--- config.mk ---
export PLATFORM = sky130hd
export DESIGN_NAME = intel_hex_record_writer_core_flat
export DESIGN_NICKNAME = d
export VERILOG_FILES = /design/src/ihw_pkg.sv /design/src/ihw_if.sv /design/src/ihw_datapath.sv /design/src/ihw_sequencer.sv /design/src/intel_hex_record_writer_core.sv /design/src/flat_wrapper.sv
export SDC_FILE = /design/constraint.sdc
export NUM_CORES = 1
export LEC_CHECK = 0
export BUFFER_PORTS_ARGS = -buffer_cell sky130_fd_sc_hd__buf_2
export CAP_MARGIN = 20
export CORE_MARGIN = 1.5
export CORE_UTILIZATION = 25
export CTS_BUF_LIST = sky130_fd_sc_hd__clkbuf_4
export DETAILED_ROUTE_END_ITERATION = 16
export SKIP_CTS_REPAIR_TIMING = 1
export SYNTH_ARGS = -nofsm -noshare
export SYNTH_HDL_FRONTEND = slang
export SYNTH_SLANG_ARGS = --single-unit
--- constraint.sdc ---
create_clock -name clk -period 4.21 [get_ports clk]
set_input_delay 0.2105 -clock clk [delete_from_list [all_inputs] [get_ports clk]]
set_output_delay 0.2105 -clock clk [all_outputs]
set_load 0.01 [all_outputs]
--- src/ihw_pkg.sv ---
// Shared types, microcode table and helpers for the Intel hex record writer.
// Depends on nothing; all files but ihw_if take names from here by scope.
package ihw_pkg;

	localparam int PC_W = 5;

	localparam logic [1:0] OP_DATA   = 2'd0;
	localparam logic [1:0] OP_ORG    = 2'd1;
	localparam logic [1:0] OP_FINISH = 2'd2;
	localparam logic [1:0] OP_NONE   = 2'd3;

	localparam logic [PC_W-1:0] PC_IDLE  = 5'd0;
	localparam logic [PC_W-1:0] PC_ERR   = 5'd1;
	localparam logic [PC_W-1:0] PC_FLUSH = 5'd2;
	localparam logic [PC_W-1:0] PC_DATA  = 5'd11;
	localparam logic [PC_W-1:0] PC_END   = 5'd16;

	localparam logic [7:0] CH_COLON = 8'h3a;
	localparam logic [7:0] CH_ZERO  = 8'h30;
	localparam logic [7:0] CH_ONE   = 8'h31;
	localparam logic [7:0] CH_F     = 8'h66;
	localparam logic [7:0] CH_LF    = 8'h0a;

	typedef enum logic [3:0] {
		CS_CONST,
		CS_CNT_HI,
		CS_CNT_LO,
		CS_ADDR3,
		CS_ADDR2,
		CS_ADDR1,
		CS_ADDR0,
		CS_DAT_HI,
		CS_DAT_LO,
		CS_SUM_HI,
		CS_SUM_LO,
		CS_ERR
	} char_sel_t;

	typedef enum logic [1:0] {
		LAST_NONE,
		LAST_ALWAYS,
		LAST_IF_NO_END
	} last_sel_t;

	typedef enum logic [1:0] {
		JC_NEXT,
		JC_ALWAYS,
		JC_MORE,
		JC_END
	} jump_t;

	typedef struct packed {
		logic            emit;
		char_sel_t       sel;
		logic [7:0]      chr;
		last_sel_t       last;
		jump_t           jmp;
		logic [PC_W-1:0] target;
		logic            idx_inc;
		logic            flush_done;
	} ucw_t;

	// sequencer to datapath
	typedef struct packed {
		logic       fire;
		char_sel_t  sel;
		logic [7:0] chr;
		logic       last;
		logic       idx_inc;
		logic       flush_done;
	} dp_ctrl_t;

	// datapath to sequencer
	typedef struct packed {
		logic past_end;
		logic count_zero;
		logic will_fill;
		logic more;
	} dp_stat_t;

	function automatic logic [7:0] hex_char(input logic [3:0] d);
		logic [7:0] r;
		if (d < 4'd10) begin
			r = CH_ZERO + {4'd0, d};
		end else begin
			r = 8'h57 + {4'd0, d};
		end
		return r;
	endfunction

	function automatic ucw_t uc(input logic e, input char_sel_t s, input logic [7:0] c,
			input last_sel_t l, input jump_t j, input logic [PC_W-1:0] t,
			input logic ii, input logic fd);
		ucw_t w;
		w.emit       = e;
		w.sel        = s;
		w.chr        = c;
		w.last       = l;
		w.jmp        = j;
		w.target     = t;
		w.idx_inc    = ii;
		w.flush_done = fd;
		return w;
	endfunction

	// Control store: one word per step.
	function automatic ucw_t ucode(input logic [PC_W-1:0] pc);
		ucw_t w;
		case (pc)
			5'd1:  w = uc(1'b1, CS_ERR,    8'h00,    LAST_ALWAYS, JC_ALWAYS, PC_IDLE, 1'b0, 1'b0);
			5'd2:  w = uc(1'b1, CS_CONST,  CH_COLON, LAST_NONE,   JC_NEXT,   PC_IDLE, 1'b0, 1'b0);
			5'd3:  w = uc(1'b1, CS_CNT_HI, 8'h00,    LAST_NONE,   JC_NEXT,   PC_IDLE, 1'b0, 1'b0);
			5'd4:  w = uc(1'b1, CS_CNT_LO, 8'h00,    LAST_NONE,   JC_NEXT,   PC_IDLE, 1'b0, 1'b0);
			5'd5:  w = uc(1'b1, CS_ADDR3,  8'h00,    LAST_NONE,   JC_NEXT,   PC_IDLE, 1'b0, 1'b0);
			5'd6:  w = uc(1'b1, CS_ADDR2,  8'h00,    LAST_NONE,   JC_NEXT,   PC_IDLE, 1'b0, 1'b0);
			5'd7:  w = uc(1'b1, CS_ADDR1,  8'h00,    LAST_NONE,   JC_NEXT,   PC_IDLE, 1'b0, 1'b0);
			5'd8:  w = uc(1'b1, CS_ADDR0,  8'h00,    LAST_NONE,   JC_NEXT,   PC_IDLE, 1'b0, 1'b0);
			5'd9:  w = uc(1'b1, CS_CONST,  CH_ZERO,  LAST_NONE,   JC_NEXT,   PC_IDLE, 1'b0, 1'b0);
			5'd10: w = uc(1'b1, CS_CONST,  CH_ZERO,  LAST_NONE,   JC_NEXT,   PC_IDLE, 1'b0, 1'b0);
			5'd11: w = uc(1'b1, CS_DAT_HI, 8'h00,    LAST_NONE,   JC_NEXT,   PC_IDLE, 1'b0, 1'b0);
			5'd12: w = uc(1'b1, CS_DAT_LO, 8'h00,    LAST_NONE,   JC_MORE,   PC_DATA, 1'b1, 1'b0);
			5'd13: w = uc(1'b1, CS_SUM_HI, 8'h00,    LAST_NONE,   JC_NEXT,   PC_IDLE, 1'b0, 1'b0);
			5'd14: w = uc(1'b1, CS_SUM_LO, 8'h00,    LAST_NONE,   JC_NEXT,   PC_IDLE, 1'b0, 1'b0);
			5'd15: w = uc(1'b1, CS_CONST,  CH_LF,    LAST_IF_NO_END, JC_END, PC_IDLE, 1'b0, 1'b1);
			// end record
			5'd16: w = uc(1'b1, CS_CONST,  CH_COLON, LAST_NONE,   JC_NEXT,   PC_IDLE, 1'b0, 1'b0);
			5'd17: w = uc(1'b1, CS_CONST,  CH_ZERO,  LAST_NONE,   JC_NEXT,   PC_IDLE, 1'b0, 1'b0);
			5'd18: w = uc(1'b1, CS_CONST,  CH_ZERO,  LAST_NONE,   JC_NEXT,   PC_IDLE, 1'b0, 1'b0);
			5'd19: w = uc(1'b1, CS_CONST,  CH_ZERO,  LAST_NONE,   JC_NEXT,   PC_IDLE, 1'b0, 1'b0);
			5'd20: w = uc(1'b1, CS_CONST,  CH_ZERO,  LAST_NONE,   JC_NEXT,   PC_IDLE, 1'b0, 1'b0);
			5'd21: w = uc(1'b1, CS_CONST,  CH_ZERO,  LAST_NONE,   JC_NEXT,   PC_IDLE, 1'b0, 1'b0);
			5'd22: w = uc(1'b1, CS_CONST,  CH_ZERO,  LAST_NONE,   JC_NEXT,   PC_IDLE, 1'b0, 1'b0);
			5'd23: w = uc(1'b1, CS_CONST,  CH_ZERO,  LAST_NONE,   JC_NEXT,   PC_IDLE, 1'b0, 1'b0);
			5'd24: w = uc(1'b1, CS_CONST,  CH_ONE,   LAST_NONE,   JC_NEXT,   PC_IDLE, 1'b0, 1'b0);
			5'd25: w = uc(1'b1, CS_CONST,  CH_F,     LAST_NONE,   JC_NEXT,   PC_IDLE, 1'b0, 1'b0);
			5'd26: w = uc(1'b1, CS_CONST,  CH_F,     LAST_NONE,   JC_NEXT,   PC_IDLE, 1'b0, 1'b0);
			5'd27: w = uc(1'b1, CS_CONST,  CH_LF,    LAST_ALWAYS, JC_ALWAYS, PC_IDLE, 1'b0, 1'b0);
			default: w = uc(1'b0, CS_CONST, 8'h00,   LAST_NONE,   JC_ALWAYS, PC_IDLE, 1'b0, 1'b0);
		endcase
		return w;
	endfunction

endpackage

--- src/ihw_if.sv ---
// Valid/ready channel interfaces: command words in, text characters out.
// Standalone; no package use.
interface ihw_cmd_if;
	logic        valid;
	logic        ready;
	logic [1:0]  operation;
	logic [7:0]  data_byte;
	logic [16:0] new_address;

	modport source (output valid, output operation, output data_byte, output new_address,
		input ready);
	modport sink (input valid, input operation, input data_byte, input new_address,
		output ready);
endinterface

interface ihw_text_if;
	logic       valid;
	logic       ready;
	logic [7:0] out_char;
	logic       last_char;
	logic       addr_error;

	modport source (output valid, output out_char, output last_char, output addr_error,
		input ready);
	modport sink (input valid, input out_char, input last_char, input addr_error,
		output ready);
endinterface

--- src/ihw_datapath.sv ---
// Row buffer, address state, checksum and output character register.
// Depends on ihw_pkg for control and status structs and the hex helper.
module ihw_datapath #(
	parameter int RECORD_BYTES = 16
) (
	input  logic              clk,
	input  logic              arst_n,
	input  logic              accept,
	input  logic [1:0]        operation,
	input  logic [7:0]        data_byte,
	input  logic [16:0]       new_address,
	input  ihw_pkg::dp_ctrl_t ctrl,
	output ihw_pkg::dp_stat_t stat,
	input  logic              out_ready,
	output logic              out_valid,
	output logic [7:0]        out_char,
	output logic              last_char,
	output logic              addr_error
);

	localparam int CNT_W = $clog2(RECORD_BYTES + 1);
	localparam int IDX_W = (RECORD_BYTES > 1) ? $clog2(RECORD_BYTES) : 1;

	logic [7:0]       row_bytes_q [RECORD_BYTES];
	logic [CNT_W-1:0] row_count_q;
	logic [IDX_W-1:0] idx_q;
	logic [15:0]      row_address_q;
	logic [15:0]      current_address_q;
	logic             past_end_q;
	logic [7:0]       row_sum_q;

	logic             out_valid_q;
	logic [7:0]       out_char_q;
	logic             last_q;
	logic             err_q;

	logic             take_byte;
	logic [7:0]       rd_byte;
	logic [7:0]       cnt_byte;
	logic [7:0]       check;
	logic [7:0]       ch;

	assign take_byte = accept && (operation == ihw_pkg::OP_DATA) && !past_end_q;
	assign rd_byte   = row_bytes_q[idx_q];
	assign cnt_byte  = 8'(row_count_q);
	assign check     = 8'd0 - (cnt_byte + row_address_q[15:8] + row_address_q[7:0] + row_sum_q);

	assign stat.past_end   = past_end_q;
	assign stat.count_zero = (row_count_q == '0);
	assign stat.will_fill  = ((row_count_q + CNT_W'(1)) == CNT_W'(RECORD_BYTES));
	assign stat.more       = ((CNT_W'(idx_q) + CNT_W'(1)) != row_count_q);

	always_ff @(posedge clk) begin
		if (take_byte) begin
			row_bytes_q[row_count_q[IDX_W-1:0]] <= data_byte;
		end
	end

	always_ff @(posedge clk or negedge arst_n) begin
		if (!arst_n) begin
			row_count_q       <= '0;
			idx_q             <= '0;
			row_address_q     <= '0;
			current_address_q <= '0;
			past_end_q        <= 1'b0;
			row_sum_q         <= '0;
		end else begin
			if (take_byte) begin
				row_count_q       <= row_count_q + CNT_W'(1);
				row_sum_q         <= row_sum_q + data_byte;
				current_address_q <= current_address_q + 16'd1;
				if (current_address_q == 16'hffff) begin
					past_end_q <= 1'b1;
				end
			end
			if (accept && operation == ihw_pkg::OP_ORG) begin
				past_end_q        <= new_address[16];
				current_address_q <= new_address[15:0];
				if (row_count_q == '0) begin
					row_address_q <= new_address[15:0];
				end
			end
			if (accept && operation == ihw_pkg::OP_FINISH && row_count_q == '0) begin
				row_address_q <= current_address_q;
			end
			if (ctrl.idx_inc) begin
				idx_q <= idx_q + IDX_W'(1);
			end
			// close the row once its line feed is out
			if (ctrl.flush_done) begin
				row_count_q   <= '0;
				row_sum_q     <= '0;
				idx_q         <= '0;
				row_address_q <= current_address_q;
			end
		end
	end

	always_comb begin
		case (ctrl.sel)
			ihw_pkg::CS_CONST:  ch = ctrl.chr;
			ihw_pkg::CS_CNT_HI: ch = ihw_pkg::hex_char(cnt_byte[7:4]);
			ihw_pkg::CS_CNT_LO: ch = ihw_pkg::hex_char(cnt_byte[3:0]);
			ihw_pkg::CS_ADDR3:  ch = ihw_pkg::hex_char(row_address_q[15:12]);
			ihw_pkg::CS_ADDR2:  ch = ihw_pkg::hex_char(row_address_q[11:8]);
			ihw_pkg::CS_ADDR1:  ch = ihw_pkg::hex_char(row_address_q[7:4]);
			ihw_pkg::CS_ADDR0:  ch = ihw_pkg::hex_char(row_address_q[3:0]);
			ihw_pkg::CS_DAT_HI: ch = ihw_pkg::hex_char(rd_byte[7:4]);
			ihw_pkg::CS_DAT_LO: ch = ihw_pkg::hex_char(rd_byte[3:0]);
			ihw_pkg::CS_SUM_HI: ch = ihw_pkg::hex_char(check[7:4]);
			ihw_pkg::CS_SUM_LO: ch = ihw_pkg::hex_char(check[3:0]);
			default:            ch = 8'h00;
		endcase
	end

	always_ff @(posedge clk or negedge arst_n) begin
		if (!arst_n) begin
			out_valid_q <= 1'b0;
		end else if (ctrl.fire) begin
			out_valid_q <= 1'b1;
		end else if (out_ready) begin
			out_valid_q <= 1'b0;
		end
	end

	always_ff @(posedge clk) begin
		if (ctrl.fire) begin
			out_char_q <= ch;
			last_q     <= ctrl.last;
			err_q      <= (ctrl.sel == ihw_pkg::CS_ERR);
		end
	end

	assign out_valid  = out_valid_q;
	assign out_char   = out_char_q;
	assign last_char  = last_q;
	assign addr_error = err_q;

endmodule

--- src/ihw_sequencer.sv ---
// Step counter over the microcode table, with dispatch on each command word.
// Depends on ihw_pkg for the control store and the control/status structs.
module ihw_sequencer (
	input  logic              clk,
	input  logic              arst_n,
	input  logic              cmd_valid,
	output logic              cmd_ready,
	input  logic [1:0]        operation,
	input  ihw_pkg::dp_stat_t stat,
	input  logic              out_free,
	output logic              accept,
	output ihw_pkg::dp_ctrl_t ctrl
);

	logic [ihw_pkg::PC_W-1:0] pc_q;
	logic [ihw_pkg::PC_W-1:0] pc_next;
	logic [ihw_pkg::PC_W-1:0] entry;
	logic                     end_q;
	logic                     end_next;
	logic                     busy;
	logic                     adv;
	ihw_pkg::ucw_t            cw;

	assign cw        = ihw_pkg::ucode(pc_q);
	assign busy      = (pc_q != ihw_pkg::PC_IDLE);
	assign cmd_ready = !busy;
	assign accept    = cmd_valid && cmd_ready;
	// hold a step while the output register is occupied and not being taken
	assign adv       = busy && (!cw.emit || out_free);

	always_comb begin
		entry    = ihw_pkg::PC_IDLE;
		end_next = 1'b0;
		case (operation)
			ihw_pkg::OP_DATA: begin
				if (stat.past_end) begin
					entry = ihw_pkg::PC_ERR;
				end else if (stat.will_fill) begin
					entry = ihw_pkg::PC_FLUSH;
				end
			end
			ihw_pkg::OP_ORG: begin
				if (!stat.count_zero) begin
					entry = ihw_pkg::PC_FLUSH;
				end
			end
			ihw_pkg::OP_FINISH: begin
				end_next = 1'b1;
				entry    = stat.count_zero ? ihw_pkg::PC_END : ihw_pkg::PC_FLUSH;
			end
			default: entry = ihw_pkg::PC_IDLE;
		endcase
	end

	always_comb begin
		pc_next = pc_q;
		if (!busy) begin
			if (accept) begin
				pc_next = entry;
			end
		end else if (adv) begin
			case (cw.jmp)
				ihw_pkg::JC_NEXT:   pc_next = pc_q + ihw_pkg::PC_W'(1);
				ihw_pkg::JC_ALWAYS: pc_next = cw.target;
				ihw_pkg::JC_MORE:   pc_next = stat.more ? cw.target : pc_q + ihw_pkg::PC_W'(1);
				ihw_pkg::JC_END:    pc_next = end_q ? pc_q + ihw_pkg::PC_W'(1) : cw.target;
				default:            pc_next = ihw_pkg::PC_IDLE;
			endcase
		end
	end

	always_ff @(posedge clk or negedge arst_n) begin
		if (!arst_n) begin
			pc_q  <= ihw_pkg::PC_IDLE;
			end_q <= 1'b0;
		end else begin
			pc_q <= pc_next;
			if (accept) begin
				end_q <= end_next;
			end
		end
	end

	always_comb begin
		ctrl.fire       = adv && cw.emit;
		ctrl.sel        = cw.sel;
		ctrl.chr        = cw.chr;
		ctrl.idx_inc    = adv && cw.idx_inc;
		ctrl.flush_done = adv && cw.flush_done;
		case (cw.last)
			ihw_pkg::LAST_ALWAYS:    ctrl.last = 1'b1;
			ihw_pkg::LAST_IF_NO_END: ctrl.last = !end_q;
			default:                 ctrl.last = 1'b0;
		endcase
	end

endmodule

--- src/intel_hex_record_writer_core.sv ---
// Intel hex record writer: top level joining sequencer and datapath.
// Depends on ihw_pkg, ihw_if, ihw_sequencer and ihw_datapath.
//
// cmd carries one command word per handshake: a data byte, an address change
// or finish. text returns the hex text one character per word, last_char
// marking the final character a command caused; a data byte past FFFF gives
// one error word instead.
// A data byte that does not fill the row gives nothing. A flushed record
// gives 12 + 2*n characters at one per cycle unless the receiver stalls
// (44 for a full row of 16); finish adds the 12-character end record. The
// step counter of the microcode sequencer sets this pace: one control word
// per character. The step counter and then the output register lie between
// an accepted command and its first character. A new command is taken once
// the last character of the previous one has been loaded into the output
// register. Reset empties the row, zeroes the addresses and clears the
// output valid flag. When the receiver stalls, the output register holds
// its word and the sequencer holds its step until the word is taken.
module intel_hex_record_writer_core #(
	parameter int RECORD_BYTES = 16
) (
	input  logic            clk,
	input  logic            arst_n,
	ihw_cmd_if.sink         cmd,
	ihw_text_if.source      text
);

	ihw_pkg::dp_ctrl_t ctrl;
	ihw_pkg::dp_stat_t stat;
	logic              accept;
	logic              out_valid;

	assign text.valid = out_valid;

	ihw_sequencer u_seq (
		.clk       (clk),
		.arst_n    (arst_n),
		.cmd_valid (cmd.valid),
		.cmd_ready (cmd.ready),
		.operation (cmd.operation),
		.stat      (stat),
		.out_free  (!out_valid || text.ready),
		.accept    (accept),
		.ctrl      (ctrl)
	);

	ihw_datapath #(
		.RECORD_BYTES (RECORD_BYTES)
	) u_dp (
		.clk         (clk),
		.arst_n      (arst_n),
		.accept      (accept),
		.operation   (cmd.operation),
		.data_byte   (cmd.data_byte),
		.new_address (cmd.new_address),
		.ctrl        (ctrl),
		.stat        (stat),
		.out_ready   (text.ready),
		.out_valid   (out_valid),
		.out_char    (text.out_char),
		.last_char   (text.last_char),
		.addr_error  (text.addr_error)
	);

endmodule

--- src/flat_wrapper.sv ---
// flat-port wrapper written by rule: the top's interface ports become plain ports
module intel_hex_record_writer_core_flat 
#(
	parameter int RECORD_BYTES = 16
)
  (clk, arst_n, cmd_valid, cmd_operation, cmd_data_byte, cmd_new_address, cmd_ready, text_valid, text_out_char, text_last_char, text_addr_error, text_ready);
  ihw_cmd_if cmd_i ();
  ihw_text_if text_i ();
  input  logic clk;
  input  logic arst_n;
  input wire logic [$bits(cmd_i.valid)-1:0] cmd_valid;
  input wire logic [$bits(cmd_i.operation)-1:0] cmd_operation;
  input wire logic [$bits(cmd_i.data_byte)-1:0] cmd_data_byte;
  input wire logic [$bits(cmd_i.new_address)-1:0] cmd_new_address;
  output wire logic [$bits(cmd_i.ready)-1:0] cmd_ready;
  output wire logic [$bits(text_i.valid)-1:0] text_valid;
  output wire logic [$bits(text_i.out_char)-1:0] text_out_char;
  output wire logic [$bits(text_i.last_char)-1:0] text_last_char;
  output wire logic [$bits(text_i.addr_error)-1:0] text_addr_error;
  input wire logic [$bits(text_i.ready)-1:0] text_ready;
  assign cmd_i.valid = cmd_valid;
  assign cmd_i.operation = cmd_operation;
  assign cmd_i.data_byte = cmd_data_byte;
  assign cmd_i.new_address = cmd_new_address;
  assign cmd_ready = cmd_i.ready;
  assign text_valid = text_i.valid;
  assign text_out_char = text_i.out_char;
  assign text_last_char = text_i.last_char;
  assign text_addr_error = text_i.addr_error;
  assign text_i.ready = text_ready;
  intel_hex_record_writer_core #(.RECORD_BYTES(RECORD_BYTES)) u_core (.clk(clk), .arst_n(arst_n), .cmd(cmd_i), .text(text_i));
endmodule
# After elaboration in Yosys (flattened, before gate mapping)
# Memories as Yosys holds them, arrays and structs flattened.
# Index checks and enable logic that the tools add are counted.
[word_totals]
register_bits = 67
latchBits = 0
mem_bits_rw = 128
rom_bits = 672
input_bits = 31
output_inout_bits = 12
word_cells = 152
mem_count = 2
[op_classes]
n_addsub = 30
multipliers = 0
div = 0
n_lt_le_gt_ge = 10
n_eq_ne = 22
shifts = 0
mux = 43
bitwise = 0
reduce_logical = 33
[mem_list]
columns = ["memory", "depth", "word_bits", "rd", "rd_clocked_by_memory_dff", "write_ports", "line", "text"]
rows = [
  ["(no name shown)", 32, 21, 1, 0, 0, "ihw_pkg.sv:109", "case (pc)"],
  ["u_core.u_dp.row_bytes_q", 16, 8, 1, 0, 1, "ihw_datapath.sv:24", "logic [7:0] row_bytes_q [RECORD_BYTES];"],
]
[ops]
columns = ["cell", "n"]
rows = [
  ["16-bit 2-to-1 mux", 6],
  ["8-bit 2-to-1 mux", 12],
  ["8-bit case mux with 11 select lines", 1],
  ["7-bit by 4-bit adder with 8-bit output (first input constant)", 9],
  ["6-bit by 4-bit adder with 7-bit output (first input constant)", 9],
  ["5-bit 2-to-1 mux", 8],
  ["4-bit < comparator (second input constant)", 9],
  ["8-bit adder", 3],
  ["5-bit case mux with 4 select lines", 1],
  ["16-bit by 1-bit adder with 16-bit output (second input constant)", 1],
  ["16-bit equality test (second input constant)", 1],
  ["4-bit by 3-bit equality test with 1-bit output (second input constant)", 4],
  ["4-bit equality test (second input constant)", 4],
  ["5-bit case mux with 3 select lines", 1],
  ["2-bit nonzero test", 6],
  ["5-bit by 1-bit adder with 5-bit output (second input constant)", 2],
  ["1-bit logical AND", 10],
  ["5-bit by 8-bit adder with 8-bit output", 1],
  ["7-bit by 1-bit adder with 8-bit output (first input constant)", 1],
  ["2-bit equality test (second input constant)", 4],
  ["4-bit by 2-bit equality test with 1-bit output (second input constant)", 2],
  ["1-bit 2-to-1 mux", 8],
  ["4-bit 2-to-1 mux", 2],
  ["1-bit by 8-bit subtractor with 8-bit output (first input constant)", 1],
  ["other kinds (19)", 32],
]

# Depth between registers and ports, before layout
[depth]
ltp_word = 7
ltp_mapped = 15
mapped_depth_nobuf = 15

# Hierarchy
# Synthesis repeated with hierarchy kept, for this count alone.
[hier_totals]
hier_cells = 992
hier_area_um2 = 11069.4
[by_module_without_submodules]
columns = ["module", "instances", "cells_per_inst", "area_per_inst_um2", "seq_area_each_um2"]
rows = [
  ["ihw_datapath", 1, 852, 10075.9, 5420.2],
  ["ihw_sequencer", 1, 139, 987.2, 150.1],
  ["intel_hex_record_writer_core", 1, 1, 6.3, 0.0],
]

# Worst setup path before layout
# OpenSTA, ideal clock, no wires.
[synth_path]
path_kind = "register to register"
from = "register u_core.u_dp.row_address_q[1]"
to = "register u_core.u_dp.out_char_q[0], in the netlist u_core.u_dp.out_char[0] (data pin)"
setup_time_ns = 0.259
arrival_ns = 3.762
required_ns = 3.951
slack_ns = 0.189
stages_incl_launch_ff = 16
path_buffers = 0
period_less_slack_ns = 4.021
cell_sequence = "dfrtp_1 inv_1 fa_1 inv_1 fa_1 fa_1 inv_1 ha_1 fa_1 a21o_1 a21oi_1 xor2_1 nand2_1 a21boi_0 nor3_1 a211o_1"
[synth_between]
elab_chain_len = 6
elab_cells_between_ends = 12
cone_classes = "add/sub (5); order compare (3); mux (4)"
[synth_lines]
columns = ["item", "line", "text"]
rows = [
  ["start: declaration", "ihw_datapath.sv:27", "logic [15:0] row_address_q;"],
  ["start signal: assignment", "ihw_datapath.sv:80", "row_address_q <= new_address[15:0];"],
  ["start signal: assignment", "ihw_datapath.sv:84", "row_address_q <= current_address_q;"],
  ["start signal: assignment", "ihw_datapath.sv:94", "row_address_q <= current_address_q;"],
  ["8-bit adder (2 in a row)", "ihw_datapath.sv:46", "assign check = 8'd0 - (cnt_byte + row_address_q[15:8] + row_address_q[7:0] + row_sum_q);"],
  ["1-bit by 8-bit subtractor with 8-bit output", "ihw_datapath.sv:46", ""],
  ["7-bit by 4-bit adder with 8-bit output, or another cell as far along", "ihw_pkg.sv:86", "r = 8'h57 + {4'd0, d};"],
  ["8-bit 2-to-1 mux", "ihw_pkg.sv:83", "if (d < 4'd10) begin"],
  ["8-bit case mux with 11 select lines *", "ihw_datapath.sv:100", "case (ctrl.sel)"],
  ["named net u_core.u_dp.ch[0]", "ihw_datapath.sv:41", "logic [7:0] ch;"],
  ["end signal: assignment", "ihw_datapath.sv:128", "out_char_q <= ch;"],
  ["end: declaration", "ihw_datapath.sv:33", "logic [7:0] out_char_q;"],
]
# Mark *: on every way through the listed nets, which the timed path passes. The rest lies on a longest branch.
# A chain may end at the register's enable or synchronous reset.

# Final worst setup path
[layout_path]
from = "register u_core.u_dp.row_sum_q[1]"
to = "register u_core.u_dp.out_char_q[0], in the netlist u_core.u_dp.out_char[0] (data pin)"
[layout_between]
elab_chain_len = 5
elab_cells_between_ends = 9
cone_classes = "add/sub (4); order compare (2); mux (3)"
[layout_lines]
columns = ["item", "line", "text"]
rows = [
  ["start: declaration", "ihw_datapath.sv:30", "logic [7:0] row_sum_q;"],
  ["start signal: assignment", "ihw_datapath.sv:70", "row_sum_q <= row_sum_q + data_byte;"],
  ["8-bit adder *", "ihw_datapath.sv:46", ""],
  ["1-bit by 8-bit subtractor with 8-bit output *", "ihw_datapath.sv:46", ""],
  ["7-bit by 4-bit adder with 8-bit output, or another cell as far along", "ihw_pkg.sv:86", ""],
  ["8-bit 2-to-1 mux", "ihw_pkg.sv:83", ""],
  ["8-bit case mux with 11 select lines *", "ihw_datapath.sv:100", ""],
  ["named net u_core.u_dp.ch[0]", "ihw_datapath.sv:41", ""],
]
# Marked as above.

==> impl_results.html <==
<table>
<tr><th>Metric</th><th>Value</th></tr>
<tr><th colspan="2">CTS</th></tr>
<tr><td>Clock buffer depth</td><td>2</td></tr>
<tr><td>Num Clock Sinks</td><td>194</td></tr>
<tr><td>Clock H-tree levels</td><td>4</td></tr>
<tr><td>Later-pin clock latency in the skew report</td><td>620 ps</td></tr>
<tr><td>Clk Tree Root Cell</td><td>sky130_fd_sc_hd__clkbuf_4</td></tr>
<tr><td>TritonCTS clock tree</td><td>built</td></tr>
<tr><td>TritonCTS Buffers</td><td>17</td></tr>
<tr><td>Clock slew at reported path FFs</td><td>180 ps</td></tr>
<tr><th colspan="2">Timing</th></tr>
<tr><td>Worst clock skew on the final layout</td><td>17.4 ps</td></tr>
<tr><td>Hold Fails Final Rpt</td><td>0</td></tr>
<tr><td>Crit share post-route</td><td>just under 100%</td></tr>
<tr><td>RSZ-0062 raised after global routing</td><td>true</td></tr>
<tr><td>Minimum clock period</td><td>4080 ps</td></tr>
<tr><td>Slew headroom</td><td>39.5%</td></tr>
<tr><td>Maximum frequency from static timing analysis</td><td>0.245 GHz</td></tr>
<tr><td>Max Transition Viols Final</td><td>0</td></tr>
<tr><td>Final count of negative-setup-slack endpoints</td><td>0</td></tr>
<tr><td>Actual slew at the worst max-slew pin</td><td>901 ps</td></tr>
<tr><th colspan="2">Place</th></tr>
<tr><td>RePlAce Congestion</td><td>0.884</td></tr>
<tr><td>Hpwl dp</td><td>20800 µm</td></tr>
<tr><td>Placed standard-cell area</td><td>12100 µm²</td></tr>
<tr><td>Number of input and output port buffers inserted</td><td>41</td></tr>
<tr><td>Number of placed cells counting well taps</td><td>1609</td></tr>
<tr><th colspan="2">Synthesis</th></tr>
<tr><td>Area contributors post-synth</td><td>sky130_fd_sc_hd__edfxtp_1, sky130_fd_sc_hd__dfrtp_1, sky130_fd_sc_hd__ha_1</td></tr>
<tr><td>Post-synthesis cell area</td><td>11000 µm²</td></tr>
<tr><td>Flops &amp; latches, synth</td><td>194</td></tr>
<tr><td>Sequential share of the synthesized area</td><td>50.2%</td></tr>
<tr><td>EDFF count, synth</td><td>137</td></tr>
<tr><td>Synthesized area per cell</td><td>11.2 µm²</td></tr>
<tr><td>FFs w/ async S/R, synth</td><td>29.4%</td></tr>
<tr><td>Post-synthesis instance total</td><td>989</td></tr>
<tr><td>Portion of synthesized cell area occupied by the leading cell type</td><td>between 30% and 40%</td></tr>
<tr><td>Most used flip-flop cell after synthesis</td><td>sky130_fd_sc_hd__edfxtp_1</td></tr>
<tr><td>Post-synthesis cell type count</td><td>between 80 and 90</td></tr>
<tr><td>Net count of the mapped netlist</td><td>1080</td></tr>
<tr><td>Yosys top cell by area</td><td>sky130_fd_sc_hd__edfxtp_1</td></tr>
<tr><td>Yosys warning count</td><td>0</td></tr>
<tr><th colspan="2">Setup path</th></tr>
<tr><td>Worst path max stage delay</td><td>540 ps</td></tr>
<tr><td>Launching point of the worst reg2reg path</td><td>u_core.u_dp.row_sum_q[1]</td></tr>
<tr><td>Critical path data required time</td><td>between 4000 and 5000 ps</td></tr>
<tr><td>Critical setup path kind</td><td>reg2reg</td></tr>
<tr><td>Arrival time reported for the critical path endpoint</td><td>roughly 4500 ps</td></tr>
<tr><td>Setup crit start kind</td><td>flip-flop</td></tr>
<tr><td>Capture instance of the worst register-to-register path</td><td>u_core.u_dp.out_char[0]</td></tr>
<tr><td>Register-to-register setup slack</td><td>130 ps</td></tr>
<tr><td>Highest fanout seen on the critical path</td><td>3</td></tr>
<tr><td>Slowest-stage cell, CP</td><td>sky130_fd_sc_hd__fa_2</td></tr>
<tr><td>Depth of the worst register-to-register path</td><td>14</td></tr>
<tr><td>Crit end category</td><td>flip-flop</td></tr>
<tr><td>Sequence of cells on the critical path</td><td>inv_1 &gt; fa_1 &gt; inv_1 &gt; fa_1 &gt; fa_1 &gt; inv_1 &gt; ha_1 &gt; fa_2 &gt; o21ai_0 &gt; xnor2_1 &gt; a32oi_1 &gt; nand4_1 &gt; a211o_1 &gt; a211o_1</td></tr>
<tr><th colspan="2">Die</th></tr>
<tr><td>Standard cell core area</td><td>43300 µm²</td></tr>
<tr><td>Overall die area</td><td>45400 µm²</td></tr>
<tr><td>Ports placed on the boundary</td><td>43</td></tr>
<tr><td>Number of rows created at floorplan</td><td>76</td></tr>
<tr><td>Die height</td><td>213 µm</td></tr>
<tr><td>Initial Utilization</td><td>between 20% and 30%</td></tr>
<tr><td>Chip width</td><td>about 210 µm</td></tr>
<tr><th colspan="2">Global routing</th></tr>
<tr><td>Total Routing Usage GR</td><td>about an eighth</td></tr>
<tr><td>Largest net degree at the start of global routing</td><td>55</td></tr>
<tr><td>Antenna violations before repair</td><td>1</td></tr>
<tr><td>Number of global-route vias before repair</td><td>7882</td></tr>
<tr><td>Global-route wire length before repair</td><td>45500 µm</td></tr>
<tr><td>Leftover overflow at the end of global routing</td><td>0</td></tr>
<tr><th colspan="2">Pwr</th></tr>
<tr><td>Reported leakage power</td><td>4.63 nW</td></tr>
<tr><td>Worst IR drop on VDD</td><td>1.36 mV</td></tr>
<tr><td>Power per standard cell area</td><td>835 nW/µm²</td></tr>
<tr><td>Relative contribution of sequential cells to total power</td><td>~26%</td></tr>
<tr><td>Combinational power share</td><td>64.9%</td></tr>
<tr><td>Power consumption</td><td>10.6 mW</td></tr>
<tr><td>Proportion of total power due to net switching</td><td>a little under half</td></tr>
<tr><td>Power share of the clock group</td><td>roughly a tenth</td></tr>
<tr><td>Power dissipated by switching net loads</td><td>5.04 mW</td></tr>
<tr><td>Design internal power</td><td>roughly 5.5 mW</td></tr>
<tr><th colspan="2">Cells and area</th></tr>
<tr><td>Layout area overhead</td><td>15.0%</td></tr>
<tr><td>Highest-count cells in the layout ignoring fill and taps</td><td>sky130_fd_sc_hd__edfxtp_1, sky130_fd_sc_hd__nand2_1, sky130_fd_sc_hd__inv_1, sky130_fd_sc_hd__o21ai_0, sky130_fd_sc_hd__nor2_1</td></tr>
<tr><td>Layout cell share with drive strength beyond 1</td><td>13.8%</td></tr>
<tr><td>Most common cell after layout, fill and taps aside</td><td>sky130_fd_sc_hd__edfxtp_1</td></tr>
<tr><td>Final cell count without fillers</td><td>1675</td></tr>
<tr><td>Post-route cell area</td><td>12700 µm²</td></tr>
<tr><td>Final design utilization</td><td>29.3%</td></tr>
<tr><td>Number of nets in the layout</td><td>1167</td></tr>
<tr><th colspan="2">Worst hold path</th></tr>
<tr><td>Worst hold path startpoint</td><td>cmd_operation[1]</td></tr>
<tr><td>Worst Hold Path EP</td><td>u_core.u_seq.end_q</td></tr>
<tr><td>Class of the tightest hold or removal check</td><td>in2reg</td></tr>
<tr><td>Hold path depth</td><td>4</td></tr>
<tr><th colspan="2">Drt</th></tr>
<tr><td>Post-DR wirelength/cell</td><td>17.3 µm</td></tr>
<tr><td>DRT Wirelength</td><td>28900 µm</td></tr>
<tr><td>Routed vias</td><td>8145</td></tr>
<tr><td>Remaining antenna violation count after routing</td><td>0</td></tr>
<tr><td>Detailed Routing Iterations Pass 1</td><td>5</td></tr>
<tr><td>Per-cell via count in the routed design</td><td>4.86</td></tr>
<tr><td>Number of design-rule violations left by the first detailed-router iteration</td><td>540</td></tr>
<tr><td>Drc violations</td><td>0</td></tr>
<tr><th colspan="2">Run status</th></tr>
<tr><td>Result of the run</td><td>completed</td></tr>
<tr><th colspan="2">Job</th></tr>
<tr><td>Max Cap Violations</td><td>0</td></tr>
</table>
## cell type report
type | count | area [µm²]
diodes | 1 | 2.50
clock buffers | 17 | 128
clock inverters | 15 | 140
fillers | 4414 | 30600
inverters | 68 | 255
multi-input cells | 678 | 5020
flip-flops and latches | 194 | 5540
well taps | 585 | 732
repair buffers | 117 | 863
## synth_stat cells, types with 11 or more instances
cell type                  instances
sky130_fd_sc_hd__buf_2            16
sky130_fd_sc_hd__o21ai_0          65
sky130_fd_sc_hd__nand3_1          27
sky130_fd_sc_hd__dfrtp_1          57
sky130_fd_sc_hd__a221oi_1         23
sky130_fd_sc_hd__clkbuf_1         25
sky130_fd_sc_hd__nand2_1          79
sky130_fd_sc_hd__fa_1             13
sky130_fd_sc_hd__xnor2_1          23
sky130_fd_sc_hd__mux2i_1          52
sky130_fd_sc_hd__inv_1            66
sky130_fd_sc_hd__a221o_1          11
sky130_fd_sc_hd__edfxtp_1        137
sky130_fd_sc_hd__ha_1             47
sky130_fd_sc_hd__nor3_1           25
sky130_fd_sc_hd__mux4_2           17
sky130_fd_sc_hd__a21oi_1          60
sky130_fd_sc_hd__nor2_1           64
## worst max-delay path, delay by kind of cell (launching register included)
family / cells / cell delay [ps]
compound gates: 4 / 790
simple gates: 1 / 150
buf+inv: 3 / 190
fa+ha+maj: 5 / 2180
flops: 1 / 400
xor+xnor: 1 / 150
## power groups by stage
stage / Clock (mW) / Combinational (mW) / Sequential (mW)
final: 0.997 / 6.86 / 2.72
after global routing: 1.09 / 7.66 / 2.78
after CTS: 1.02 / 6.68 / 2.72
after detailed placement: 0 / 6.62 / 2.77
after global placement: 0 / 6.55 / 2.76
after floorplan: 0 / 5.08 / 2.65
## worst max path at each step
stage                     depth (start not counted)                    startpoint  slack, ps                 endpoint
after floorplan                                  15  u_core.u_dp.row_address_q[1]        190  u_core.u_dp.out_char[0]
after global placement                           14  u_core.u_dp.row_address_q[1]        200  u_core.u_dp.out_char[0]
after detailed placement                         14  u_core.u_dp.row_address_q[9]        170  u_core.u_dp.out_char[0]
after CTS                                        14      u_core.u_dp.row_sum_q[1]        150  u_core.u_dp.out_char[0]
after global routing                             14  u_core.u_dp.row_address_q[9]        -20  u_core.u_dp.out_char[0]
final                                            14      u_core.u_dp.row_sum_q[1]        130  u_core.u_dp.out_char[0]
## cells by family after synthesis
| family | count (synthesis) | synth area share (%) |
|---|---|---|
| AND/OR/NAND/NOR | 272 | 12.3 |
| AO/OA/AOI/OAI | 244 | 14.7 |
| flip-flops | 194 | 50.2 |
| buffers and inverters | 117 | 4.37 |
| multiplexers | 69 | 8.19 |
| adder cells (fa/ha/maj) | 60 | 7.69 |
| XOR/XNOR | 32 | 2.54 |
| other | 1 | 0.0340 |
## registers in the layout, summed over array words and instances, names as in the netlist
name                           cells
u_core.u_dp.past_end_q             1
u_core.u_dp.out_valid              1
u_core.u_dp.current_address_q     16
u_core.u_dp.out_char               7
u_core.u_dp.idx_q                  4
u_core.u_dp.row_count_q            5
u_core.u_dp.row_bytes_q          128
u_core.u_seq.end_q                 1
u_core.u_dp.addr_error             1
u_core.u_seq.pc_q                  5
u_core.u_dp.row_address_q         16
u_core.u_dp.row_sum_q              8
u_core.u_dp.last_char              1
## through the flow
| stage | hold WS, ps | setup TNS (ps) | worst slack, ps |
|---|---|---|---|
| after floorplan | -85.1 | 0 | 189 |
| after global placement | 20.7 | 0 | 197 |
| after detailed placement | 19.9 | 0 | 167 |
| after CTS | -716 | 0 | 146 |
| after global routing | 34.3 | -17.9 | -17.9 |
| final | 48.9 | 0 | 133 |
## per-layer routing
| layer | vias to the layer above | part of all wire (%) | wire length [µm] | global-route usage (%) |
|---|---|---|---|---|
| met5 | - | 0 | 0 | 0 |
| met2 | 204 | 50 | 14300 | 22.0 |
| li1 | 3886 | - | - | - |
| met4 | 0 | 2.1 | 612 | 4.48 |
| met1 | 4029 | 44 | 12800 | 17.1 |
| met3 | 26 | 4.0 | 1160 | 1.82 |
Power figures use the tool's default switching activity.
